$ cat src/rtl/core/a256cm_pkg.sv
package a256cm_pkg;

  typedef struct packed {
    logic [63:0] block_hi;
    logic [63:0] block_lo;
    logic [4:0]  valid_bytes;
    logic        last_block;
    logic [63:0] expected_hi;
    logic [63:0] expected_lo;
  } in_item_t;

  typedef struct packed {
    logic [63:0] tag_hi;
    logic [63:0] tag_lo;
    logic        tag_match;
  } out_item_t;

  // Configuration register indexes.
  localparam logic [1:0] REG_KEY0 = 2'd0;
  localparam logic [1:0] REG_KEY1 = 2'd1;
  localparam logic [1:0] REG_KEY2 = 2'd2;
  localparam logic [1:0] REG_KEY3 = 2'd3;

  localparam logic [7:0] RB_CONST = 8'h87;
  localparam logic [7:0] PAD_MARK = 8'h80;
  localparam logic [3:0] LAST_ROUND = 4'd14;

  // Datapath commands issued by the controller.
  typedef enum logic [2:0] {
    CMD_IDLE,
    CMD_LOAD_ZERO,
    CMD_LOAD_MSG,
    CMD_ROUND,
    CMD_SAVE_SUBKEY,
    CMD_SAVE_CHAIN,
    CMD_SAVE_TAG
  } dp_cmd_e;

  typedef struct packed {
    dp_cmd_e    op;
    logic [3:0] round;
  } dp_ctrl_t;

  localparam logic [7:0] SBOX [256] = '{
    8'h63,8'h7c,8'h77,8'h7b,8'hf2,8'h6b,8'h6f,8'hc5,8'h30,8'h01,8'h67,8'h2b,8'hfe,8'hd7,8'hab,8'h76,
    8'hca,8'h82,8'hc9,8'h7d,8'hfa,8'h59,8'h47,8'hf0,8'had,8'hd4,8'ha2,8'haf,8'h9c,8'ha4,8'h72,8'hc0,
    8'hb7,8'hfd,8'h93,8'h26,8'h36,8'h3f,8'hf7,8'hcc,8'h34,8'ha5,8'he5,8'hf1,8'h71,8'hd8,8'h31,8'h15,
    8'h04,8'hc7,8'h23,8'hc3,8'h18,8'h96,8'h05,8'h9a,8'h07,8'h12,8'h80,8'he2,8'heb,8'h27,8'hb2,8'h75,
    8'h09,8'h83,8'h2c,8'h1a,8'h1b,8'h6e,8'h5a,8'ha0,8'h52,8'h3b,8'hd6,8'hb3,8'h29,8'he3,8'h2f,8'h84,
    8'h53,8'hd1,8'h00,8'hed,8'h20,8'hfc,8'hb1,8'h5b,8'h6a,8'hcb,8'hbe,8'h39,8'h4a,8'h4c,8'h58,8'hcf,
    8'hd0,8'hef,8'haa,8'hfb,8'h43,8'h4d,8'h33,8'h85,8'h45,8'hf9,8'h02,8'h7f,8'h50,8'h3c,8'h9f,8'ha8,
    8'h51,8'ha3,8'h40,8'h8f,8'h92,8'h9d,8'h38,8'hf5,8'hbc,8'hb6,8'hda,8'h21,8'h10,8'hff,8'hf3,8'hd2,
    8'hcd,8'h0c,8'h13,8'hec,8'h5f,8'h97,8'h44,8'h17,8'hc4,8'ha7,8'h7e,8'h3d,8'h64,8'h5d,8'h19,8'h73,
    8'h60,8'h81,8'h4f,8'hdc,8'h22,8'h2a,8'h90,8'h88,8'h46,8'hee,8'hb8,8'h14,8'hde,8'h5e,8'h0b,8'hdb,
    8'he0,8'h32,8'h3a,8'h0a,8'h49,8'h06,8'h24,8'h5c,8'hc2,8'hd3,8'hac,8'h62,8'h91,8'h95,8'he4,8'h79,
    8'he7,8'hc8,8'h37,8'h6d,8'h8d,8'hd5,8'h4e,8'ha9,8'h6c,8'h56,8'hf4,8'hea,8'h65,8'h7a,8'hae,8'h08,
    8'hba,8'h78,8'h25,8'h2e,8'h1c,8'ha6,8'hb4,8'hc6,8'he8,8'hdd,8'h74,8'h1f,8'h4b,8'hbd,8'h8b,8'h8a,
    8'h70,8'h3e,8'hb5,8'h66,8'h48,8'h03,8'hf6,8'h0e,8'h61,8'h35,8'h57,8'hb9,8'h86,8'hc1,8'h1d,8'h9e,
    8'he1,8'hf8,8'h98,8'h11,8'h69,8'hd9,8'h8e,8'h94,8'h9b,8'h1e,8'h87,8'he9,8'hce,8'h55,8'h28,8'hdf,
    8'h8c,8'ha1,8'h89,8'h0d,8'hbf,8'he6,8'h42,8'h68,8'h41,8'h99,8'h2d,8'h0f,8'hb0,8'h54,8'hbb,8'h16
  };

  function automatic logic [31:0] sub_word(input logic [31:0] w);
    return {SBOX[w[31:24]], SBOX[w[23:16]], SBOX[w[15:8]], SBOX[w[7:0]]};
  endfunction

  function automatic logic [7:0] xtime(input logic [7:0] b);
    return {b[6:0], 1'b0} ^ (b[7] ? 8'h1b : 8'h00);
  endfunction

  // Multiplication by x in GF(2^128).
  function automatic logic [127:0] gf_double(input logic [127:0] v);
    return {v[126:0], 1'b0} ^ {120'd0, (v[127] ? RB_CONST : 8'h00)};
  endfunction

  // One AES round on a big-endian state: SubBytes, ShiftRows, and MixColumns when mix is set.
  function automatic logic [127:0] aes_round(input logic [127:0] s, input logic mix);
    logic [7:0] b [16];
    logic [7:0] t [16];
    logic [7:0] a0, a1, a2, a3, al;
    logic [127:0] r;
    for (int i = 0; i < 16; i++) begin
      b[i] = SBOX[s[127-8*i -: 8]];
    end
    for (int c = 0; c < 4; c++) begin
      for (int k = 0; k < 4; k++) begin
        t[k + 4*c] = b[k + 4*((c + k) % 4)];
      end
    end
    if (mix) begin
      for (int c = 0; c < 4; c++) begin
        a0 = t[4*c]; a1 = t[4*c+1]; a2 = t[4*c+2]; a3 = t[4*c+3];
        al = a0 ^ a1 ^ a2 ^ a3;
        t[4*c]   = a0 ^ al ^ xtime(a0 ^ a1);
        t[4*c+1] = a1 ^ al ^ xtime(a1 ^ a2);
        t[4*c+2] = a2 ^ al ^ xtime(a2 ^ a3);
        t[4*c+3] = a3 ^ al ^ xtime(a3 ^ a0);
      end
    end
    for (int i = 0; i < 16; i++) begin
      r[127-8*i -: 8] = t[i];
    end
    return r;
  endfunction

endpackage

$ cat src/rtl/core/a256cm_ctrl.sv
module a256cm_ctrl
  import a256cm_pkg::*;
(
  input  logic     clk,
  input  logic     rst_n,
  input  logic     in_valid,
  output logic     in_ready,
  input  logic     in_last,
  output logic     out_valid,
  input  logic     out_ready,
  output dp_ctrl_t ctrl
);

  typedef enum logic [2:0] {
    ST_IDLE, ST_SUBKEY, ST_LOAD, ST_MSG, ST_RESULT
  } state_e;

  state_e     state_r;
  logic [3:0] round_r;
  logic       mid_r;
  logic       last_r;
  logic       out_valid_r;

  // A new request is taken in idle once the previous tag has been taken.
  assign in_ready  = (state_r == ST_IDLE) && !out_valid_r;
  assign out_valid = out_valid_r;

  always_comb begin
    ctrl.op    = CMD_IDLE;
    ctrl.round = round_r;
    unique case (state_r)
      ST_IDLE: begin
        if (in_valid && in_ready) begin
          ctrl.op = mid_r ? CMD_LOAD_MSG : CMD_LOAD_ZERO;
        end
      end
      ST_SUBKEY: begin
        ctrl.op = (round_r == LAST_ROUND + 4'd1) ? CMD_SAVE_SUBKEY : CMD_ROUND;
      end
      ST_LOAD: ctrl.op = CMD_LOAD_MSG;
      ST_MSG: begin
        if (round_r == LAST_ROUND + 4'd1) begin
          ctrl.op = last_r ? CMD_SAVE_TAG : CMD_SAVE_CHAIN;
        end else begin
          ctrl.op = CMD_ROUND;
        end
      end
      ST_RESULT: ctrl.op = CMD_IDLE;
      default:   ctrl.op = CMD_IDLE;
    endcase
  end

  // Sequencer: optional subkey pass, then fourteen rounds for the block.
  always_ff @(posedge clk) begin
    if (!rst_n) begin
      state_r     <= ST_IDLE;
      round_r     <= 4'd0;
      mid_r       <= 1'b0;
      last_r      <= 1'b0;
      out_valid_r <= 1'b0;
    end else begin
      if (out_valid_r && out_ready) begin
        out_valid_r <= 1'b0;
      end
      unique case (state_r)
        ST_IDLE: begin
          if (in_valid && in_ready) begin
            last_r  <= in_last;
            round_r <= 4'd1;
            state_r <= mid_r ? ST_MSG : ST_SUBKEY;
          end
        end
        ST_SUBKEY: begin
          if (round_r == LAST_ROUND + 4'd1) begin
            mid_r   <= 1'b1;
            state_r <= ST_LOAD;
          end else begin
            round_r <= round_r + 4'd1;
          end
        end
        ST_LOAD: begin
          round_r <= 4'd1;
          state_r <= ST_MSG;
        end
        ST_MSG: begin
          if (round_r == LAST_ROUND + 4'd1) begin
            if (last_r) begin
              mid_r       <= 1'b0;
              out_valid_r <= 1'b1;
              state_r     <= ST_RESULT;
            end else begin
              state_r <= ST_IDLE;
            end
          end else begin
            round_r <= round_r + 4'd1;
          end
        end
        ST_RESULT: state_r <= ST_IDLE;
        default:   state_r <= ST_IDLE;
      endcase
    end
  end

  // The subkey pass only follows a request that opens a message.
  a_subkey_first: assert property (@(posedge clk) disable iff (!rst_n)
    (in_valid && in_ready && !mid_r) |=> (state_r == ST_SUBKEY))
    else $error("subkey pass not started");
  // No request is taken while the engine works.
  a_busy: assert property (@(posedge clk) disable iff (!rst_n)
    (state_r != ST_IDLE) |-> !in_ready)
    else $error("request taken while busy");
  // A tag appears only at the end of a last block.
  a_tag: assert property (@(posedge clk) disable iff (!rst_n)
    $rose(out_valid_r) |-> (state_r == ST_RESULT) && last_r)
    else $error("unexpected tag");

endmodule

$ cat config.mk
export PLATFORM = sky130hd
export DESIGN_NAME = a256cm_ctrl
export DESIGN_NICKNAME = d
export VERILOG_FILES = /design/src/rtl/core/a256cm_pkg.sv /design/src/rtl/core/a256cm_ctrl.sv
export SDC_FILE = /design/constraint.sdc
export NUM_CORES = 1
export LEC_CHECK = 0
export ABC_AREA = 1
export BUFFER_PORTS_ARGS = -buffer_cell sky130_fd_sc_hd__buf_2
export CORE_AREA = 2 2 39 41
export CTS_BUF_LIST = sky130_fd_sc_hd__clkbuf_2 sky130_fd_sc_hd__clkbuf_4 sky130_fd_sc_hd__clkbuf_8
export CTS_CLUSTER_DIAMETER = 120
export CTS_CLUSTER_SIZE = 16
export DETAILED_ROUTE_END_ITERATION = 8
export DIE_AREA = 0 0 41 43
export GPL_TIMING_DRIVEN = 0
export PLACE_DENSITY = 0.76
export SLEW_MARGIN = 20
export SYNTH_ARGS = -nofsm -noshare
export SYNTH_HDL_FRONTEND = slang
export SYNTH_SLANG_ARGS = --single-unit
$ cat constraint.sdc
create_clock -name clk -period 4.2 [get_ports clk]
set_clock_uncertainty 0.2 [all_clocks]
set_input_delay 0.21 -clock clk [delete_from_list [all_inputs] [get_ports clk]]
set_output_delay 0.21 -clock clk [all_outputs]
set_load 0.05 [all_outputs]
Word-level counts from Yosys, hierarchy flattened. Index checks and enable logic that the tools add are counted. Widths: inputs -> output; s select.

Register bits: 10. Bits in latches: 0. RAM bits: 0. Bits in read-only memories: 0. Output and inout bits: 9. Memories: 0.

Add/subtract/negate cells: 1. Multipliers: 0. Divide/modulo/power cells: 0. Order comparisons: 0. Eq/ne operators: 9. Shifts and indexed selects: 0. Muxes and demuxes: 23. Bitwise gates (word level): 0. Reductions and logical operators: 12.

Operator list (number): $pmux 3 s4 (2); $mux 3 (6); $pmux 4 s3 (1); $mux 2 (4); $mux 4 (2); $ne 2x2->1 const B (4); $mux 1 (7); $eq 3x2->1 const B (2); $reduce_and 3->1 (2); $add 4x1->4 const B (1); $eq 4x4->1 const B (1); $reduce_and 4->1 (1); $eq 3x1->1 const B (1); $logic_and 1x1->1 (3); $logic_not 3->1 (1); $reduce_bool 3->1 (1); $ne 2x1->1 const B (1); $pmux 1 s2 (1); $reduce_and 2->1 (1); $reduce_bool 2->1 (1); $reduce_or 2->1 (1); $logic_not 1->1 (1).

Longest topological paths before layout. Gate-level depths: netlist of run 1.

Depth after elaboration: 5. Mapped depth: 8. Gate-level depth less buffers: 8.

Worst setup path after synthesis of run 1. OpenSTA, ideal clock, no wires.

Path kind: register to output. Start: register out_valid_r, in the netlist out_valid. End: output port ctrl[4] (netlist bit). Arrival time: 2.021 ns. Data required time: 3.790 ns. Slack: 1.769 ns. Stages on the path, launching flop included: 4. Buffers on the path: 0. Cells stage by stage: dfxtp_1 nor2_2 nand2_1 o22ai_1.

RTL lines: start: declaration (line a256cm_ctrl.sv:22) `logic out_valid_r;`; start signal: assignment (line a256cm_ctrl.sv:60) `out_valid_r <= 1'b0;`; start signal: assignment (line a256cm_ctrl.sv:63) `out_valid_r <= 1'b0;`; start signal: assignment (line a256cm_ctrl.sv:89) `out_valid_r <= 1'b1;`; end: declaration (line a256cm_ctrl.sv:11) `output dp_ctrl_t ctrl`.

==> flow_metrics.env, run 1 <==
export IMPL_grt_total_usage_pct=18.51
export IMPL_num_nets_final=104
export IMPL_cts_max_level=1
export IMPL_worst_skew_pair_late_latency_ps=280
export IMPL_layout_min_cycle_time_ps=2001
export IMPL_synth_nets=84
export IMPL_powerDensity_nw_per_um2=371.8
export IMPL_clock_sinks=10
export IMPL_post_route_period_util_pct=47.64
export IMPL_vias=563
export IMPL_ir_drop_v=0.0002578
export IMPL_path_class="flop to output pin"
export IMPL_synth_largest_area_cell="dfxtp_1"
export IMPL_first_global_vias=519
export IMPL_start_util_pct=40.69
export IMPL_gp_congestion=0.8723
export IMPL_synthArstFlopShare_pct=0
export IMPL_cp_cell_sequence="ha_1 > nand3_2 > o21ai_0 > o22ai_1 > buf_2"
export IMPL_hold_path_depth=3
export IMPL_synth_most_common_cell="nand2_1"
export IMPL_clk_pin_slew_ps=80
export IMPL_critPathRequiredTime_ps=3790
export IMPL_rows=14
export IMPL_first_pass_iters=4
export IMPL_tightest_slew_ps=243.2
export IMPL_dp_cells=107
export IMPL_crit_path_end_kind="output pin"
export IMPL_routed_wl_mm=1.224
export IMPL_synth_common_cells="17 x nand2_1, 10 x dfxtp_1, 9 x inv_1, 9 x nand3_1, 8 x nor2_1"
export IMPL_hold_path_startpoint="in_last"
export IMPL_fmax_mhz=499.8
export IMPL_wire_per_inst_um=10.83
export IMPL_synth_area_leaders="dfxtp_1 36%, nand2_1 11%, nand3_1 8.0%"
export IMPL_p_leak_nw=0.3241
export IMPL_synth_area_um2=563.0
export IMPL_crit_slowest_cell="dfxtp_1"
export IMPL_reg2reg_slack_ps=2610
export IMPL_routed_via_density=4.982
export IMPL_ff2ff_path_depth=8
export IMPL_die_area_um2=1763
export IMPL_finalHoldViolCount=0
export IMPL_fill_cells=137
export IMPL_overflow=0
export IMPL_n_antenna_cell=0
export IMPL_holdBufCountCts=2
export IMPL_timing_rr_start="round_r[1]$_SDFFE_PN0P_"
export IMPL_drt_iter0_markers=16
export IMPL_io_buffers=13
export IMPL_io_pins=14
export IMPL_ys_flop_type="dfxtp_1"
export IMPL_die_h_um=43
export IMPL_slowest_delay_ps=410
export IMPL_cts_made_buffers=3
export IMPL_worstHoldEndpoint="last_r$_SDFFE_PN0P_"
export IMPL_synth_warnings=0
export IMPL_cts_resized=0
export IMPL_drv_slew=0
export IMPL_hold_path_class="primary input to flop"
export IMPL_clockBufferDepth=2
export IMPL_critPathArrivalTime_ps=1590
export IMPL_drv_cap=0
export IMPL_yosys_register_bits=10
export IMPL_yosysTopAreaCellShare_pct=35.56
export IMPL_maxSlewHeadroom_pct=83.71
export IMPL_placed_cell_area_um2=648.1
export IMPL_chipWidth_um=41
export IMPL_cts_setup_buffers=0
export IMPL_rsz0062_at_grt="false"
export IMPL_syn_to_final_growth_pct=25.11
export IMPL_dp_hpwl_um=914.5
export IMPL_synth_area_per_cell_um2=7.218
export IMPL_grt_max_degree=8
export IMPL_finalNonFillerCells=113
export IMPL_cts_tree="done"
export IMPL_drive_gt1_share_pct=29.90
export IMPL_drc=0
export IMPL_synth_cell_type_count=20
export IMPL_synth_edf_count=0
export IMPL_clock_root_buffer="clkbuf_4"
export IMPL_status="complete, no violations"
export IMPL_finish_instance_area_um2=704.4
export IMPL_reg2reg_to="round_r[3]$_SDFFE_PN0P_"
export IMPL_core_um2=1384
export IMPL_fin_setup_tns_ps=0
export IMPL_path_max_fanout=6
export IMPL_crit_start="round_r[1]$_SDFFE_PN0P_"
export IMPL_grt_pass1_wl_mm=2.139
export IMPL_setup_viol=0
export IMPL_ys_seq_area_share_pct=35.56
export IMPL_start_kind="flop"
export IMPL_ant_nets=0
export IMPL_antenna_found_initial=0
export IMPL_syn_inst=78
[per-stage QoR]
| step | hold WS (ps) | utilization [%] | setup slack (ps) | power [mW] |
|---|---|---|---|---|
| floorplan | 130.7 | - | 1769 | 0.1576 |
| global placement | 261.8 | 46.84 | 2542 | 0.1710 |
| detailed placement | 275.6 | 46.84 | 2512 | 0.1721 |
| CTS | 9.304 | 50.90 | 2196 | 0.2646 |
| global route | 21.70 | 50.90 | 2080 | 0.2765 |
| finish | 14.29 | 50.90 | 2199 | 0.2619 |
[cells by family after synthesis]
group	Yosys count	share of synthesized area [%]
buf+inv	11	7.333
fa+ha+maj	1	2.222
flops	10	35.56
simple gates	44	40.00
compound gates	12	14.89
[worst max-delay path by stage]
stage	to	slack, ps	cells past startpoint
final	ctrl[4]	2200	5
after global routing	ctrl[4]	2080	6
after floorplan	ctrl[4]	1770	3
after detailed placement	ctrl[4]	2510	5
after global placement	ctrl[4]	2540	5
after CTS	ctrl[4]	2200	5
[layout make-up]
cell class                 instances  area [um^2]  share of cell area, %
multi-input combinational         57        321.6                  45.65
sequential                        10        200.2                  28.42
inverter                          11        41.29                  5.861
clock buffer                       4        36.28                  5.151
timing repair buffer              15        85.08                  12.08
tap                               16        20.02                  2.842
[per-layer routing]
metal | share of wire, % | track usage, %
met1 | 46 | 22.01
met2 | 46 | 26.88
met3 | 7.3 | 9.424
met4 | 0.82 | 8.000
met5 | 0 | 0
[flip-flops by register name, indices dropped and copies added, names as in the netlist]
name / count
round_r: 4
out_valid: 1
last_r: 1
mid_r: 1
state_r: 3
[worst max-delay path: cells and delay by family, from the launching register on]
| family | cells | cell delay [ps] |
|---|---|---|
| DFF | 1 | 410 |
| AOI/OAI and AO/OA | 2 | 290 |
| adders and majority gates | 1 | 230 |
| buffers and inverters | 1 | 220 |
| and+or+nand+nor | 1 | 170 |
[power breakdown]
group	switching (mW)	leakage (nW)	total, mW	internal [mW]
Combinational	0.0465	0.221	0.0654	0.0189
Sequential	0.00640	0.0818	0.106	0.0999
Clock	0.0374	0.0210	0.0902	0.0528
[cell usage in the layout (no fill, tap or decap)]
cell type,count
a21oi_1,5
a21oi_2,1
buf_2,13
clkbuf_4,3
clkbuf_8,1
dfxtp_1,10
dlygate4sd3_1,2
ha_1,1
inv_1,9
inv_2,2
nand2_1,17
nand2_4,2
nand3_1,9
nand3_2,1
nand4_1,1
nor2_1,8
nor2_2,2
nor2_4,2
o211ai_1,1
o211ai_4,1
o21ai_0,3
o22ai_1,1
or2_0,1
or2_2,1
(Power assumes the default switching activity.)
==> run 2: changes to the inputs <==
--- a/config.mk
+++ b/config.mk
@@ -14,7 +14,7 @@
 export DETAILED_ROUTE_END_ITERATION = 8
 export DIE_AREA = 0 0 41 43
 export GPL_TIMING_DRIVEN = 0
-export PLACE_DENSITY = 0.76
+export PLACE_DENSITY = 0.78
 export SLEW_MARGIN = 20
 export SYNTH_ARGS = -nofsm -noshare
 export SYNTH_HDL_FRONTEND = slang
==> constraint.sdc (replaced) <==
create_clock -name clk -period 1.74 [get_ports clk]
set_clock_uncertainty 0.2 [all_clocks]
set_input_delay 0.087 -clock clk [delete_from_list [all_inputs] [get_ports clk]]
set_output_delay 0.087 -clock clk [all_outputs]
set_load 0.05 [all_outputs]
==> flow_metrics.env, run 2 (synthesis gave the netlist of run 1 again) <==
export IMPL_drt_iter0_markers=15
export IMPL_mostFrequentLayoutCells="16 x nand2_1, 10 x buf_2, 9 x nand3_1, 8 x inv_1, 7 x nor2_1"
export IMPL_critPathTopFamily="flip-flops"
export IMPL_reg2reg_slack_ps=290
export IMPL_slowest_delay_ps=380
export IMPL_first_pass_iters=4
export IMPL_finalHoldViolCount=0
export IMPL_clock_root_buffer="clkbuf_4"
export IMPL_start_util_pct=40.69
export IMPL_grt_max_degree=8
export IMPL_path_max_fanout=6
export IMPL_top_regs="round_r (4), state_r (3)"
export IMPL_routed_wl_mm=1.517
export IMPL_cp_cell_sequence="ha_4 > nand3_4 > o21ai_2 > o22ai_4 > buf_6"
export IMPL_path_class="flop to output pin"
export IMPL_gp_congestion=0.7720
export IMPL_pwr_share_seq_pct=39.7
export IMPL_status="complete, no violations"
export IMPL_fin_hold_ws_ps=328.1
export IMPL_intPower_mw=0.4326
export IMPL_crit_buf_inv=1
export IMPL_hold_path_startpoint="last_r$_SDFFE_PN0P_"
export IMPL_p_leak_nw=0.3474
export IMPL_setup_viol=0
export IMPL_io_pins=14
export IMPL_layout_min_cycle_time_ps=1692
export IMPL_ant_nets=0
export IMPL_swShare_pct=34.76
export IMPL_drv_cap=0
export IMPL_num_nets_final=107
export IMPL_regMostFlops="round_r"
export IMPL_fmax_mhz=591.0
export IMPL_routed_via_density=5.112
export IMPL_critPathArrivalTime_ps=1400
export IMPL_overflow=0
export IMPL_fill_cells=119
export IMPL_drc=0
export IMPL_pwr_share_comb_pct=28.0
export IMPL_vias=593
export IMPL_antenna_found_initial=0
export IMPL_mostFrequentLayoutCell="nand2_1"
export IMPL_worstHoldEndpoint="last_r$_SDFFE_PN0P_"
export IMPL_fin_setup_tns_ps=0
export IMPL_dp_hpwl_um=902.2
export IMPL_die_h_um=43
export IMPL_first_global_vias=522
export IMPL_ir_drop_v=0.0004972
export IMPL_grt_total_usage_pct=20.36
export IMPL_powerDensity_nw_per_um2=816.6
export IMPL_hold_path_class="flop to flop"
export IMPL_post_route_period_util_pct=97.24
export IMPL_cts_tree="done"
export IMPL_hold_path_depth=2
export IMPL_cts_max_level=1
export IMPL_rsz0062_at_grt="true"
export IMPL_syn_to_final_growth_pct=44.22
export IMPL_rows=14
export IMPL_io_buffers=13
export IMPL_clockBufferDepth=2
export IMPL_wire_per_inst_um=13.08
export IMPL_largest_reg_flops=4
export IMPL_start_kind="flop"
export IMPL_cts_made_buffers=3
export IMPL_n_antenna_cell=0
export IMPL_drv_slew=0
export IMPL_grt_pass1_wl_mm=2.332
export IMPL_p_switching_mw=0.2305
export IMPL_critPathRequiredTime_ps=1450
export IMPL_maxSlewHeadroom_pct=82.15
export IMPL_worst_skew_pair_late_latency_ps=270
export IMPL_crit_path_end_kind="output pin"
export IMPL_core_um2=1384
export IMPL_ff2ff_path_depth=8
export IMPL_tightest_slew_ps=267.4
export IMPL_reg2reg_to="round_r[1]$_SDFFE_PN0P_"
export IMPL_chipWidth_um=41
export IMPL_crit_slowest_cell="dfxtp_4"
export IMPL_timing_rr_start="round_r[0]$_SDFFE_PN0P_"
export IMPL_pwr_share_clk_pct=32.3
export IMPL_die_area_um2=1763
export IMPL_clock_sinks=10
export IMPL_clk_pin_slew_ps=70
export IMPL_drive_gt1_share_pct=41.00
==> run 2: repair_timing <==
item / CTS / global route
resized for setup: 7 / 7
setup endpoints to repair: 2 / 3
buffers inserted: 0 / 1
pin swaps: 1 / 1
hold buffers: 4 / 0
endpoints found under the hold margin: 5 / 0
==> run 2: worst reg2reg max path, delay by kind of cell (launching register included) <==
kind / cells / cell delay (ps)
buffers and inverters: 1 / 40
adders and majority gates: 1 / 160
DFF: 1 / 380
and+or+nand+nor: 6 / 580
==> run 2: metrics by stage <==
step	total power [mW]	setup WS (ps)	instance area [um^2]	cells	utilization (%)
after floorplan	0.3921	13.51	604.3	78	-
after global placement	0.4238	159.7	689.4	107	49.82
after detailed placement	0.4280	159.9	689.4	107	49.82
after CTS	0.6555	11.60	792.0	115	57.23
after global routing	0.6893	0.6948	812.0	116	58.68
final	0.6631	48.02	812.0	116	58.68
==> run 2: layout make-up <==
| cell class | count | area [um^2] | share of cell area [%] |
|---|---|---|---|
| Tap cell | 16 | 20.02 | 2.465 |
| Inverter | 11 | 41.29 | 5.085 |
| Timing Repair Buffer | 18 | 123.9 | 15.25 |
| Sequential cell | 10 | 211.5 | 26.04 |
| Multi-Input combinational cell | 57 | 379.1 | 46.69 |
| Clock buffer | 4 | 36.28 | 4.468 |
==> run 2: how the worst max path moves through the flow <==
stage	start	endpoint	slack, ps	cells past startpoint
global route	round_r[0]$_SDFFE_PN0P_	ctrl[4]	0.7	5
CTS	state_r[0]$_SDFFE_PN0P_	ctrl[4]	10	6
finish	round_r[0]$_SDFFE_PN0P_	ctrl[4]	50	5
global placement	round_r[0]$_SDFFE_PN0P_	ctrl[4]	160	5
detailed placement	round_r[0]$_SDFFE_PN0P_	ctrl[4]	160	5
floorplan	round_r[0]$_SDFFE_PN0P_	round_r[3]$_SDFFE_PN0P_	10	8
==> run 2: power groups by stage <==
stage               registers, mW  logic (mW)  clock network [mW]
floorplan                   0.286       0.106                   0
global placement            0.264       0.160                   0
detailed placement          0.265       0.163                   0
CTS                         0.262       0.177               0.216
global route                0.265       0.199               0.226
finish                      0.263       0.186               0.214
==> run 2: layer usage <==
layer / global-route usage (%) / up-vias / wire (um)
met5: 0 / - / 0
met4: 8.000 / 0 / 14
met3: 6.283 / 2 / 40
met2: 33.13 / 11 / 820
met1: 23.45 / 280 / 641
li1: - / 300 / -
